File: src/rtl/pdtm_pkg.sv
// Shared types and constants for the PWM duty and tachometer meter.
package pdtm_pkg;

	// Event codes carried in the operation field.
	localparam logic [1:0] OP_TICK    = 2'd0;
	localparam logic [1:0] OP_CAPTURE = 2'd1;
	localparam logic [1:0] OP_TACH    = 2'd2;

	// Configuration register indexes.
	localparam logic [1:0] REG_COUNTER_MODULO = 2'd0;
	localparam logic [1:0] REG_WINDOW_TICKS   = 2'd1;
	localparam logic [1:0] REG_TIMEOUT_TICKS  = 2'd2;
	localparam logic [1:0] REG_RPM_PER_PULSE  = 2'd3;

	localparam logic [15:0] COUNTER_MODULO_RST = 16'd16000;
	localparam logic [15:0] WINDOW_TICKS_RST   = 16'd250;
	localparam logic [15:0] TIMEOUT_TICKS_RST  = 16'd500;
	localparam logic [7:0]  RPM_PER_PULSE_RST  = 8'd60;

	localparam logic [13:0] DUTY_SCALE   = 14'd10000;
	localparam logic [13:0] TEMP_OFFSET  = 14'd3200;
	localparam logic [17:0] TEMP_DIVISOR = 18'd47;
	// Temperature for a duty of zero: -32000/47 truncated, i.e. -680.
	localparam logic [11:0] TEMP_RST     = 12'hD58;

	// The divider produces one quotient bit per cycle.
	localparam int unsigned DIV_STEPS = 14;

	typedef struct packed {
		logic [1:0]  operation;
		logic [15:0] capture_value;
	} pdtm_in_t;

	typedef struct packed {
		logic [13:0]        duty_hundredths;
		logic signed [11:0] temperature_tenths;
		logic [15:0]        fan_rpm;
		logic               duty_updated;
		logic               pulses_updated;
	} pdtm_out_t;

	typedef struct packed {
		logic ev;
		logic div_load_duty;
		logic div_load_temp;
		logic div_step;
		logic duty_wr;
		logic temp_wr;
		logic out_load;
	} pdtm_cmd_t;

	typedef struct packed {
		logic duty_finish;
	} pdtm_status_t;

endpackage

File: src/rtl/pdtm_dp.sv
// Datapath: event state, configuration registers, shared divider and result register.
module pdtm_dp (
	input  logic                  clk,
	input  logic                  arst_n,
	input  pdtm_pkg::pdtm_in_t    in_data,
	input  logic                  cfg_we,
	input  logic [1:0]            cfg_idx,
	input  logic [15:0]           cfg_wdata,
	input  pdtm_pkg::pdtm_cmd_t   cmd,
	output pdtm_pkg::pdtm_status_t st,
	output pdtm_pkg::pdtm_out_t   out_data
);
	import pdtm_pkg::*;

	localparam logic [1:0] DPH_FALL  = 2'd1;
	localparam logic [1:0] DPH_RISE2 = 2'd2;

	logic [15:0] counter_modulo_q, window_ticks_q, timeout_ticks_q;
	logic [7:0]  rpm_per_pulse_q;

	logic [31:0] tick_count_q, window_start_q, timeout_start_q;
	logic [1:0]  duty_phase_q;
	logic [15:0] first_edge_q, second_edge_q;
	logic [16:0] pulse_width_q;
	logic [13:0] latest_duty_q;
	logic        count_phase_q, timeout_phase_q, edge_seen_q;
	logic [15:0] running_pulses_q, published_pulses_q;
	logic [11:0] temp_q;
	logic        temp_neg_q;
	logic        duty_upd_q, pulse_upd_q;

	logic [17:0] period_q;
	logic [30:0] num_q;

	logic [18:0] rem_q;
	logic [13:0] numlo_q, quo_q;
	logic [17:0] den_q;

	pdtm_out_t   out_q;

	logic [31:0] tick_next;
	logic        tmo_elapsed;
	logic        win_open;
	logic        pulse_upd_d;
	logic [18:0] div_trial;
	logic        div_ge;
	logic [13:0] temp_mag;
	logic [17:0] temp_num;
	logic [23:0] rpm_prod;
	logic [15:0] rpm_sat;

	function automatic logic [16:0] wrap_diff(input logic [15:0] from, input logic [15:0] to,
	                                          input logic [15:0] modulo);
		if (to >= from) begin
			return {1'b0, to} - {1'b0, from};
		end
		return {1'b0, modulo} - {1'b0, from} + {1'b0, to};
	endfunction

	assign st.duty_finish = (in_data.operation == OP_CAPTURE) && (duty_phase_q == DPH_RISE2);

	assign tick_next = tick_count_q + 32'd1;

	assign tmo_elapsed = (tick_next - timeout_start_q) >= {16'd0, timeout_ticks_q};
	assign win_open    = (tick_count_q - window_start_q) < {16'd0, window_ticks_q};

	// The count is published at a late tach edge, or cleared when a timeout passes with no edge.
	assign pulse_upd_d = ((in_data.operation == OP_TICK) && timeout_phase_q && tmo_elapsed
	                      && !edge_seen_q)
	                     || ((in_data.operation == OP_TACH) && count_phase_q && !win_open);

	assign div_trial = {rem_q[17:0], numlo_q[13]};
	assign div_ge    = div_trial >= {1'b0, den_q};

	always_comb begin
		if (latest_duty_q < TEMP_OFFSET) begin
			temp_mag = TEMP_OFFSET - latest_duty_q;
		end else begin
			temp_mag = latest_duty_q - TEMP_OFFSET;
		end
		temp_num = 18'({temp_mag, 3'b000}) + 18'({temp_mag, 1'b0});
	end

	assign rpm_prod = 24'(published_pulses_q) * 24'(rpm_per_pulse_q);
	assign rpm_sat  = (rpm_prod > 24'h00FFFF) ? 16'hFFFF : rpm_prod[15:0];

	always_ff @(posedge clk or negedge arst_n) begin
		if (!arst_n) begin
			counter_modulo_q   <= COUNTER_MODULO_RST;
			window_ticks_q     <= WINDOW_TICKS_RST;
			timeout_ticks_q    <= TIMEOUT_TICKS_RST;
			rpm_per_pulse_q    <= RPM_PER_PULSE_RST;
			tick_count_q       <= '0;
			window_start_q     <= '0;
			timeout_start_q    <= '0;
			duty_phase_q       <= '0;
			first_edge_q       <= '0;
			second_edge_q      <= '0;
			pulse_width_q      <= '0;
			latest_duty_q      <= '0;
			count_phase_q      <= 1'b0;
			timeout_phase_q    <= 1'b0;
			edge_seen_q        <= 1'b0;
			running_pulses_q   <= '0;
			published_pulses_q <= '0;
			temp_q             <= TEMP_RST;
			temp_neg_q         <= 1'b0;
			duty_upd_q         <= 1'b0;
			pulse_upd_q        <= 1'b0;
		end else begin
			if (cfg_we) begin
				unique case (cfg_idx)
					REG_COUNTER_MODULO: counter_modulo_q <= cfg_wdata;
					REG_WINDOW_TICKS:   window_ticks_q   <= cfg_wdata;
					REG_TIMEOUT_TICKS:  timeout_ticks_q  <= cfg_wdata;
					REG_RPM_PER_PULSE:  rpm_per_pulse_q  <= cfg_wdata[7:0];
					default: ;
				endcase
			end

			if (cmd.ev) begin
				duty_upd_q  <= st.duty_finish;
				pulse_upd_q <= pulse_upd_d;
				unique case (in_data.operation)
					OP_TICK: begin
						tick_count_q <= tick_next;
						if (!timeout_phase_q) begin
							timeout_start_q <= tick_next;
							edge_seen_q     <= 1'b0;
							timeout_phase_q <= 1'b1;
						end else if (tmo_elapsed) begin
							if (!edge_seen_q) begin
								published_pulses_q <= '0;
								count_phase_q      <= 1'b0;
							end
							timeout_phase_q <= 1'b0;
						end
					end
					OP_CAPTURE: begin
						case (duty_phase_q) inside
							DPH_FALL: begin
								second_edge_q <= in_data.capture_value;
								pulse_width_q <= wrap_diff(first_edge_q, in_data.capture_value,
								                           counter_modulo_q);
								duty_phase_q  <= DPH_RISE2;
							end
							DPH_RISE2: begin
								duty_phase_q <= '0;
							end
							default: begin
								first_edge_q <= in_data.capture_value;
								duty_phase_q <= DPH_FALL;
							end
						endcase
					end
					OP_TACH: begin
						edge_seen_q <= 1'b1;
						if (!count_phase_q) begin
							window_start_q   <= tick_count_q;
							running_pulses_q <= '0;
							count_phase_q    <= 1'b1;
						end else if (win_open) begin
							if (running_pulses_q != 16'hFFFF) begin
								running_pulses_q <= running_pulses_q + 16'd1;
							end
						end else begin
							published_pulses_q <= running_pulses_q;
							count_phase_q      <= 1'b0;
						end
					end
					default: ;
				endcase
			end

			// A zero period gives a duty of zero; the divider result is then ignored.
			if (cmd.duty_wr) begin
				latest_duty_q <= (period_q == '0) ? '0 : quo_q;
			end
			if (cmd.div_load_temp) begin
				temp_neg_q <= latest_duty_q < TEMP_OFFSET;
			end
			if (cmd.temp_wr) begin
				temp_q <= temp_neg_q ? 12'(-quo_q[11:0]) : quo_q[11:0];
			end
		end
	end

	// Operands for the duty division, captured with the closing rise.
	always_ff @(posedge clk) begin
		if (cmd.ev && st.duty_finish) begin
			period_q <= 18'(wrap_diff(second_edge_q, in_data.capture_value, counter_modulo_q))
			            + 18'(pulse_width_q);
			num_q    <= 31'(pulse_width_q) * 31'(DUTY_SCALE);
		end
	end

	// Restoring divider. The dividend is always below the divisor times 2^14,
	// so fourteen steps give the whole quotient.
	always_ff @(posedge clk) begin
		if (cmd.div_load_duty) begin
			rem_q   <= {2'b00, num_q[30:14]};
			numlo_q <= num_q[13:0];
			quo_q   <= '0;
			den_q   <= period_q;
		end else if (cmd.div_load_temp) begin
			rem_q   <= {15'd0, temp_num[17:14]};
			numlo_q <= temp_num[13:0];
			quo_q   <= '0;
			den_q   <= TEMP_DIVISOR;
		end else if (cmd.div_step) begin
			rem_q   <= div_ge ? (div_trial - {1'b0, den_q}) : div_trial;
			numlo_q <= {numlo_q[12:0], 1'b0};
			quo_q   <= {quo_q[12:0], div_ge};
		end
	end

	always_ff @(posedge clk) begin
		if (cmd.out_load) begin
			out_q.duty_hundredths    <= latest_duty_q;
			out_q.temperature_tenths <= temp_q;
			out_q.fan_rpm            <= rpm_sat;
			out_q.duty_updated       <= duty_upd_q;
			out_q.pulses_updated     <= pulse_upd_q;
		end
	end

	assign out_data = out_q;

endmodule

File: src/rtl/pdtm_ctrl.sv
// Controller: sequences event update, the two divisions and the hand-off of the result.
module pdtm_ctrl (
	input  logic                   clk,
	input  logic                   arst_n,
	input  logic                   in_valid,
	output logic                   in_ready,
	output logic                   out_valid,
	input  logic                   out_ready,
	input  pdtm_pkg::pdtm_status_t st,
	output pdtm_pkg::pdtm_cmd_t    cmd
);
	import pdtm_pkg::*;

	localparam logic [2:0] S_IDLE  = 3'd0;
	localparam logic [2:0] S_DLOAD = 3'd1;
	localparam logic [2:0] S_DDIV  = 3'd2;
	localparam logic [2:0] S_DWR   = 3'd3;
	localparam logic [2:0] S_TLOAD = 3'd4;
	localparam logic [2:0] S_TDIV  = 3'd5;
	localparam logic [2:0] S_TWR   = 3'd6;
	localparam logic [2:0] S_PUB   = 3'd7;

	localparam logic [3:0] STEP_LAST = 4'(DIV_STEPS - 1);

	logic [2:0] state_q, state_d;
	logic [3:0] cnt_q, cnt_d;
	logic       out_valid_q;

	assign in_ready  = (state_q == S_IDLE);
	assign out_valid = out_valid_q;

	always_comb begin
		state_d = state_q;
		cnt_d   = cnt_q;
		cmd     = '0;
		unique case (state_q)
			S_IDLE: begin
				if (in_valid) begin
					cmd.ev  = 1'b1;
					state_d = st.duty_finish ? S_DLOAD : S_PUB;
				end
			end
			S_DLOAD: begin
				cmd.div_load_duty = 1'b1;
				cnt_d   = STEP_LAST;
				state_d = S_DDIV;
			end
			S_DDIV: begin
				cmd.div_step = 1'b1;
				cnt_d = cnt_q - 4'd1;
				if (cnt_q == '0) begin
					state_d = S_DWR;
				end
			end
			S_DWR: begin
				cmd.duty_wr = 1'b1;
				state_d = S_TLOAD;
			end
			S_TLOAD: begin
				cmd.div_load_temp = 1'b1;
				cnt_d   = STEP_LAST;
				state_d = S_TDIV;
			end
			S_TDIV: begin
				cmd.div_step = 1'b1;
				cnt_d = cnt_q - 4'd1;
				if (cnt_q == '0) begin
					state_d = S_TWR;
				end
			end
			S_TWR: begin
				cmd.temp_wr = 1'b1;
				state_d = S_PUB;
			end
			S_PUB: begin
				// Wait here until the result register is free.
				if (!out_valid_q || out_ready) begin
					cmd.out_load = 1'b1;
					state_d = S_IDLE;
				end
			end
			default: state_d = S_IDLE;
		endcase
	end

	always_ff @(posedge clk or negedge arst_n) begin
		if (!arst_n) begin
			state_q     <= S_IDLE;
			cnt_q       <= '0;
			out_valid_q <= 1'b0;
		end else begin
			state_q <= state_d;
			cnt_q   <= cnt_d;
			if (cmd.out_load) begin
				out_valid_q <= 1'b1;
			end else if (out_ready) begin
				out_valid_q <= 1'b0;
			end
		end
	end

	a_load_only_when_free: assert property (@(posedge clk) disable iff (!arst_n)
		cmd.out_load |-> (!out_valid_q || out_ready))
		else $error("result register overwritten while still held");

	a_plain_event_to_pub: assert property (@(posedge clk) disable iff (!arst_n)
		(in_valid && in_ready && !st.duty_finish) |=> (state_q == S_PUB))
		else $error("event without duty result did not go straight to publish");

	a_duty_event_to_div: assert property (@(posedge clk) disable iff (!arst_n)
		(in_valid && in_ready && st.duty_finish) |=> (state_q == S_DLOAD))
		else $error("closing capture did not start the duty division");

	a_step_count_range: assert property (@(posedge clk) disable iff (!arst_n)
		(state_q == S_DDIV || state_q == S_TDIV) |-> (cnt_q <= STEP_LAST))
		else $error("divider step count out of range");

	a_valid_rises_on_load: assert property (@(posedge clk) disable iff (!arst_n)
		$rose(out_valid_q) |-> $past(cmd.out_load))
		else $error("result valid raised without a load");

endmodule

File: src/rtl/pwm_duty_and_tacho_meter.sv
// Top level of the PWM duty meter and tachometer: controller plus datapath.
// Ticks, tach edges, opening captures and unused codes go from the event update straight to publishing.
// A capture that closes a period first captures the operands, then makes two passes of the
// shared 14-step divider (duty, then temperature) with a load and a write-back around each.
// One request is in work at a time; the next is taken while the previous result waits.
// Asynchronous active-low reset: registers to their listed defaults, event state cleared.
module pwm_duty_and_tacho_meter (
	input  logic                clk,
	input  logic                arst_n,
	input  logic                in_valid,
	output logic                in_ready,
	input  pdtm_pkg::pdtm_in_t  in_data,
	output logic                out_valid,
	input  logic                out_ready,
	output pdtm_pkg::pdtm_out_t out_data,
	input  logic                cfg_we,
	input  logic [1:0]          cfg_idx,
	input  logic [15:0]         cfg_wdata
);
	import pdtm_pkg::*;

	pdtm_cmd_t    cmd;
	pdtm_status_t st;

	pdtm_ctrl u_ctrl (
		.clk       (clk),
		.arst_n    (arst_n),
		.in_valid  (in_valid),
		.in_ready  (in_ready),
		.out_valid (out_valid),
		.out_ready (out_ready),
		.st        (st),
		.cmd       (cmd)
	);

	pdtm_dp u_dp (
		.clk       (clk),
		.arst_n    (arst_n),
		.in_data   (in_data),
		.cfg_we    (cfg_we),
		.cfg_idx   (cfg_idx),
		.cfg_wdata (cfg_wdata),
		.cmd       (cmd),
		.st        (st),
		.out_data  (out_data)
	);

endmodule
File: config.mk
export PLATFORM = sky130hd
export DESIGN_NAME = pwm_duty_and_tacho_meter
export DESIGN_NICKNAME = d
export VERILOG_FILES = /design/src/rtl/pdtm_pkg.sv /design/src/rtl/pdtm_dp.sv /design/src/rtl/pdtm_ctrl.sv /design/src/rtl/pwm_duty_and_tacho_meter.sv
export SDC_FILE = /design/constraint.sdc
export NUM_CORES = 2
export LEC_CHECK = 0
export BUFFER_PORTS_ARGS = -buffer_cell sky130_fd_sc_hd__buf_2
export CAP_MARGIN = 20
export CORE_MARGIN = 5
export CORE_UTILIZATION = 38
export CTS_CLUSTER_SIZE = 20
export DETAILED_ROUTE_END_ITERATION = 8
export PLACE_DENSITY = 0.5
export SETUP_SLACK_MARGIN = 0.4
export SKIP_CTS_REPAIR_TIMING = 1
export SYNTH_ARGS = -nofsm -noshare
export SYNTH_HDL_FRONTEND = slang
export SYNTH_SLANG_ARGS = --single-unit
File: constraint.sdc
create_clock -name clk -period 10.3 [get_ports clk]
set_clock_uncertainty 0.2 [all_clocks]
set_input_delay 0 -clock clk [delete_from_list [all_inputs] [get_ports clk]]
set_output_delay 0 -clock clk [all_outputs]
set_load 0.03 [all_outputs]
==> Word-level counts from Yosys, hierarchy flattened <==
Cells that the tools add are included.
{ "word_totals": {"wordCells": 196, "output_inout_bits": 46, "regBits": 428, "inputBits": 41} }
{ "classes": {"n_eq_ne": 27, "multipliers": 2, "bitwise": 4, "add_sub_neg": 17, "n_mux": 62, "reduce_logical": 40, "order_cmp": 7} }
{ "ops": {"columns": ["op", "count"], "rows": [
  ["$mux W17", 8],
  ["$mux W16", 8],
  ["$mux W14", 5],
  ["$sub A16 B16 Y17", 4],
  ["$sub A32 B32 Y32", 2],
  ["$mux W18", 3],
  ["$add A17 B16 Y17", 2],
  ["$add A32 B1 Y32 const B", 1],
  ["$ge A16 B16 Y1", 2],
  ["$ge A32 B16 Y1", 1],
  ["$lt A32 B16 Y1", 1],
  ["$pmux W16 S2", 1],
  ["$mul A17 B10 Y27 const B", 1],
  ["$mux W1", 26],
  ["$gt A24 B16 Y1 const B", 1],
  ["$mul A16 B8 Y24", 1],
  ["$pmux W3 S8", 1],
  ["$ge A19 B18 Y1", 1],
  ["$add A17 B15 Y18", 1],
  ["$add A17 B17 Y18", 1],
  ["$logic_not A18 Y1", 1],
  ["$sub A18 B18 Y18", 1],
  ["$add A16 B1 Y16 const B", 1],
  ["$ne A16 B16 Y1 const B", 1],
  ["32 further kinds", 84]
]} }

==> Logic depth before layout (Yosys ltp) <==
{ "depth": {"depth_word": 7, "depth_mapped": 28, "ltp_nobuf": 26} }

==> By module <==
From an unflattened synthesis, not the netlist that was laid out.
{ "unflattened": {"cells_unflattened": 3798, "area_unflattened_um2": 34769.6} }
{ "by_module_without_submodules": {"columns": ["mod", "n_inst", "area_per_inst_um2", "cells_each"], "rows": [
  ["pdtm_dp", 1, 34164.0, 3718],
  ["pdtm_ctrl", 1, 605.6, 80]
]} }

==> Least setup slack after synthesis <==
Ideal clock, no wire load.
{ "synth_timing": {"path_kind": "flip-flop to flip-flop", "from": "reg u_dp.second_edge_q[1]", "to": "reg u_dp.period_q[16], data pin", "period_less_slack_ns": 6.338, "path_buffers": 2, "stages_incl_launch_ff": 28, "arrival_ns": 5.880, "t_required_ns": 9.842, "slack_ns": 3.962, "path_cell_list": "dfrtp_1 -> inv_1 -> ha_1 -> a21o_1 -> a21o_1 -> a21oi_1 -> o21bai_1 -> a21o_1 -> a41o_1 -> o41ai_1 -> o211a_1 -> o21a_1 -> clkbuf_1 -> buf_2 -> o21ai_0 -> ha_1 -> fa_1 -> a21o_1 -> a21oi_1 -> o21bai_1 -> a21oi_1 -> o21bai_1 -> a21oi_1 -> o21bai_1 -> a2111oi_0 -> o41ai_1 -> a21oi_1 -> xnor2_1"} }
{ "synth_via": {"elab_chain_cells": 6} }
{ "synth_lines": {"columns": ["element", "line_no", "text"], "rows": [
  ["start, declared", "pdtm_dp.sv:23", "logic [15:0] first_edge_q, second_edge_q;"],
  ["start signal, assigned", "pdtm_dp.sv:142", "second_edge_q <= in_data.capture_value;"],
  ["parallel branches: the longest is 3 deep, another holds $sub A16 B16 Y17", null, null],
  ["$mux W17 (*)", "pdtm_dp.sv:57", "return {1'b0, modulo} - {1'b0, from} + {1'b0, to};"],
  ["$mux W17 (*)", "pdtm_dp.sv:190", "if (cmd.ev && st.duty_finish) begin"],
  ["$add A17 B17 Y18 (*)", "pdtm_dp.sv:192", "+ 18'(pulse_width_q);"],
  ["end signal, assigned", "pdtm_dp.sv:191", "period_q <= 18'(wrap_diff(second_edge_q, in_data.capture_value, counter_modulo_q))"],
  ["end, declared", "pdtm_dp.sv:32", "logic [17:0] period_q;"]
]} }
Every way passes the cells marked *. The select of a mux whose other input is x is not followed.
A chain may end at the register's enable or synchronous reset.

==> Final worst setup path <==
{ "layout_timing": {"from": "reg u_dp.second_edge_q[1]", "to": "reg u_dp.period_q[14], data pin"} }
The elaborated chain is that of the path after synthesis.

==> summary.md <==
The run finished with clean final reports. Average footprint of a synthesized cell: 9.176 um2. In this run the worst setup path begins at u_dp.second_edge_q[1]. CTS saw 427 sinks. The layout cell share with drive strength beyond 1 was 0.08918. The tools report the critical path required time as 10,450 ps.

Summing all non-filler instances in the final layout gives an area of 39,610 um2. The top-level port count was 87. The adder and majority gate portion of the synthesized area was 0.2092; the number of max-slew violations in the final report was 0.

The multiplexer fraction of the synthesized cell area works out to 0.02920. Global routing finished with a remaining overflow of 0. Most common cell after layout, fill and taps aside: inv_1. The die outline width came out at 314.6 um. The leakage power is 0.01848 uW, and the cell depth of the worst flop-to-flop path is 24. The maximum vdd ir drop is 0.1570 mV, and the synthesized area is 35,260 um2. Xor/xnor share of the synthesized area: 0.05762.

The min-delay analysis places its worst path in the category in2reg. The H-tree generated during clock tree synthesis spans 2 levels. Type of the setup path with the least slack: reg2reg. For this block, the routed nets add up to 90,280 um of wire. For the number of distinct standard cells referenced by the synthesized netlist, the log shows 102. The endpoint type of the worst setup path is a flop. Via count of the first global-routing pass: 26,270.

The ratio of total power to cell area is 261.3 nW/um2. Number of register bits inferred by synthesis: 427. After synthesis, the largest family of logic cells by area is adder cells. The share of flip-flops with an asynchronous set or reset after synthesis is 0.6440, and the number of iterations in the first detailed-routing pass is 5. Number of antenna violations at the first check in global routing: 7.

The simple-gate share of the synthesized area came out at 0.1520. The source of the worst register-to-register timing path is u_dp.second_edge_q[1]. The total area inside the core boundary comes to 91,940 um2. Initial core utilization: 0.3835.

In the final routed layout, each cell accounts on average for 17.20 um. The cell count of the worst hold path is 3, and the critical-path maximum fanout is 16. Count of warnings emitted by yosys: 0. Entering global routing, the biggest net connects 78 pins.

The fmax was 139.2 MHz. The internal reg-to-reg setup slack is 3120 ps. The count of input and output buffers is 86. After detailed routing, the number of remaining DRC violations is 0. The startpoint of the most critical hold path is cfg_wdata[12]. The detailed router finished its first iteration with 1,450 violations. The sequential-to-total area share from yosys stat was 0.3213; the portion of the clock cycle consumed by the worst path in the final layout was 0.6975. Via total after detailed routing: 26,620.

After the last flow step, the layout net total stands at 4,494. The smallest clock period supported by the final layout is computed as 7184 ps. Across the run, the number of max-cap violations was 0. Using the TritonRoute via totals, the vias-per-cell ratio works out to 5.071.

Overall power consumption after layout is estimated at 10,350 uW. Row generation in the floorplan step produced 111 rows. The run gives 3 as the buffer levels on the longest clock path.

The top flip-flop cell by instance count after synthesis is dfrtp_1. The run gives 0 as the final hold violation count. The die covers 98,990 um2. The number of failing setup endpoints in the final timing report was 0. Final hold analysis gives a worst-case slack of 10.26 ps. Detailed placement HPWL: 69,590 um. Routability-driven placement finished with a final weighted congestion of 0.8482.

In the layout the commonest cells are 534 x inv_1, 384 x nand2_1, 332 x ha_1, 274 x o21ai_0, 247 x dfrtp_1. In this run the remaining antenna-violating nets after routing total 0. In this run the critical register-to-register path is captured at u_dp.period_q[14].

Compared with the post-synthesis result, the final layout area differs by 12.34%. The tools report the data arrival time of the worst path as 7340 ps. Cell count after synthesis: 3,843. The tools report the master cell of the clock root buffer as clkbuf_16. The later-pin clock latency in the skew report is 620 ps, and the compound-cell area share of the yosys netlist is 0.1581. The end point of the worst hold path was u_dp.window_ticks_q[12]. Buffers inserted during clock tree synthesis total 52. Worst max-slew margin expressed relative to the limit: 0.2727.

At the pin with the least slew margin, the transition time is 1088 ps. The tools report the synthesized netlist net count as 4,377. The tools report the total track usage as 0.1803.

After clock tree synthesis, the clock-pin slew on the worst setup and hold paths is 60 ps. The worst setup path is launched from a flop. Yosys mapped a number of flops with a built-in enable equal to 137. Setup repair after global routing left no endpoint under its margin. TritonCTS built the clock tree. The die extent in y came out at 314.6 um. In the final timing run, aggregate negative setup slack is 0 ps.

The global-route wire length before repair is 145,100 um. After detailed placement, the total cell area comes to 36,890 um2.
## cells by family (layout without fill, tap and decap cells)
family	count (synthesis)	after routing
AO/OA/AOI/OAI	857	857
XOR/XNOR	232	232
adder cells (fa/ha/maj)	493	493
buffers and inverters	659	819
flip-flops	427	427
multiplexers	96	96
other	0	4
AND/OR/NAND/NOR	1079	1079
## flip-flops by register name (all words and copies together) (netlist names), 16 cells and up
name	count
u_dp.out_data	44
u_dp.tick_count_q	32
u_dp.timeout_start_q	32
u_dp.window_start_q	32
u_dp.num_q	27
u_dp.den_q	18
u_dp.period_q	18
u_dp.rem_q	18
u_dp.pulse_width_q	17
u_dp.counter_modulo_q	16
u_dp.first_edge_q	16
u_dp.published_pulses_q	16
u_dp.running_pulses_q	16
u_dp.second_edge_q	16
u_dp.timeout_ticks_q	16
u_dp.window_ticks_q	16
## power by group
| part | switching [uW] | internal (uW) |
|---|---|---|
| Sequential | 362 | 2380 |
| Combinational | 3320 | 2370 |
| Clock | 776 | 1150 |
## worst max-delay path, cell delays in order, from the launching register on
cell and delay [ps]:
dfrtp_1 380, inv_1 90, ha_1 310, a21o_1 190
a21o_1 190, a21oi_1 170, o21bai_1 120, a21o_1 200
a41o_1 260, o41ai_1 620, o211a_1 310, o21a_1 680
mux2_2 440, fa_1 430, a21o_1 170, a21oi_1 210
o21bai_1 90, a21oi_1 220, o21bai_1 90, a21oi_1 220
o21bai_1 110, a2111oi_0 750, o41ai_1 180, a21oi_1 200
xnor2_1 100
## worst max path at each step
stage | end | slack [ps]
after floorplan | u_dp.period_q[16] | 3960
after global placement | u_dp.period_q[16] | 3270
after detailed placement | u_dp.period_q[14] | 3160
after CTS | u_dp.period_q[14] | 3130
after global routing | u_dp.period_q[14] | 2640
final | u_dp.period_q[14] | 3120
## metrics by stage
step | cells | setup slack, ps | util
floorplan | 3843 | 3962 | -
global placement | 5066 | 3273 | 0.4012
detailed placement | 5066 | 3161 | 0.4012
CTS | 5163 | 3129 | 0.4209
global route | 5247 | 2637 | 0.4308
finish | 5250 | 3116 | 0.4309
## cells in the mapped netlist, types with 45 or more instances
| cell type | count | area share |
|---|---|---|
| a21o_1 | 71 | 0.015 |
| a21oi_1 | 187 | 0.027 |
| a22o_1 | 45 | 0.011 |
| and2_1 | 107 | 0.019 |
| clkbuf_1 | 98 | 0.010 |
| dfrtp_1 | 247 | 0.18 |
| edfxtp_1 | 137 | 0.12 |
| fa_1 | 161 | 0.091 |
| ha_1 | 332 | 0.12 |
| inv_1 | 534 | 0.057 |
| mux2_2 | 51 | 0.016 |
| nand2_1 | 385 | 0.041 |
| nand2b_1 | 54 | 0.0096 |
| nand3_1 | 80 | 0.011 |
| nor2_1 | 156 | 0.017 |
| nor3_1 | 64 | 0.0091 |
| o21ai_0 | 275 | 0.039 |
| xnor2_1 | 157 | 0.039 |
| xor2_1 | 75 | 0.019 |
## routing by layer
| layer | track usage | part of all wire | vias to the layer above |
|---|---|---|---|
| li1 | - | - | 13440 |
| met1 | 0.2631 | 0.50 | 12700 |
| met2 | 0.2872 | 0.44 | 382 |
| met3 | 0.02554 | 0.037 | 96 |
| met4 | 0.03682 | 0.019 | 6 |
| met5 | 0 | 0.00038 | - |
## layout make-up
cell class              instances  area [um2]
clock inverters                21       195.2
multi-input cells            2757       21410
inverters                     534        2004
clock buffers                  76        1619
flip-flops and latches        427       11330
repair buffers                188        1488
fillers                      9217       52330
well taps                    1243        1555
diodes                          4       10.01
Power figures use the tool's default switching activity.
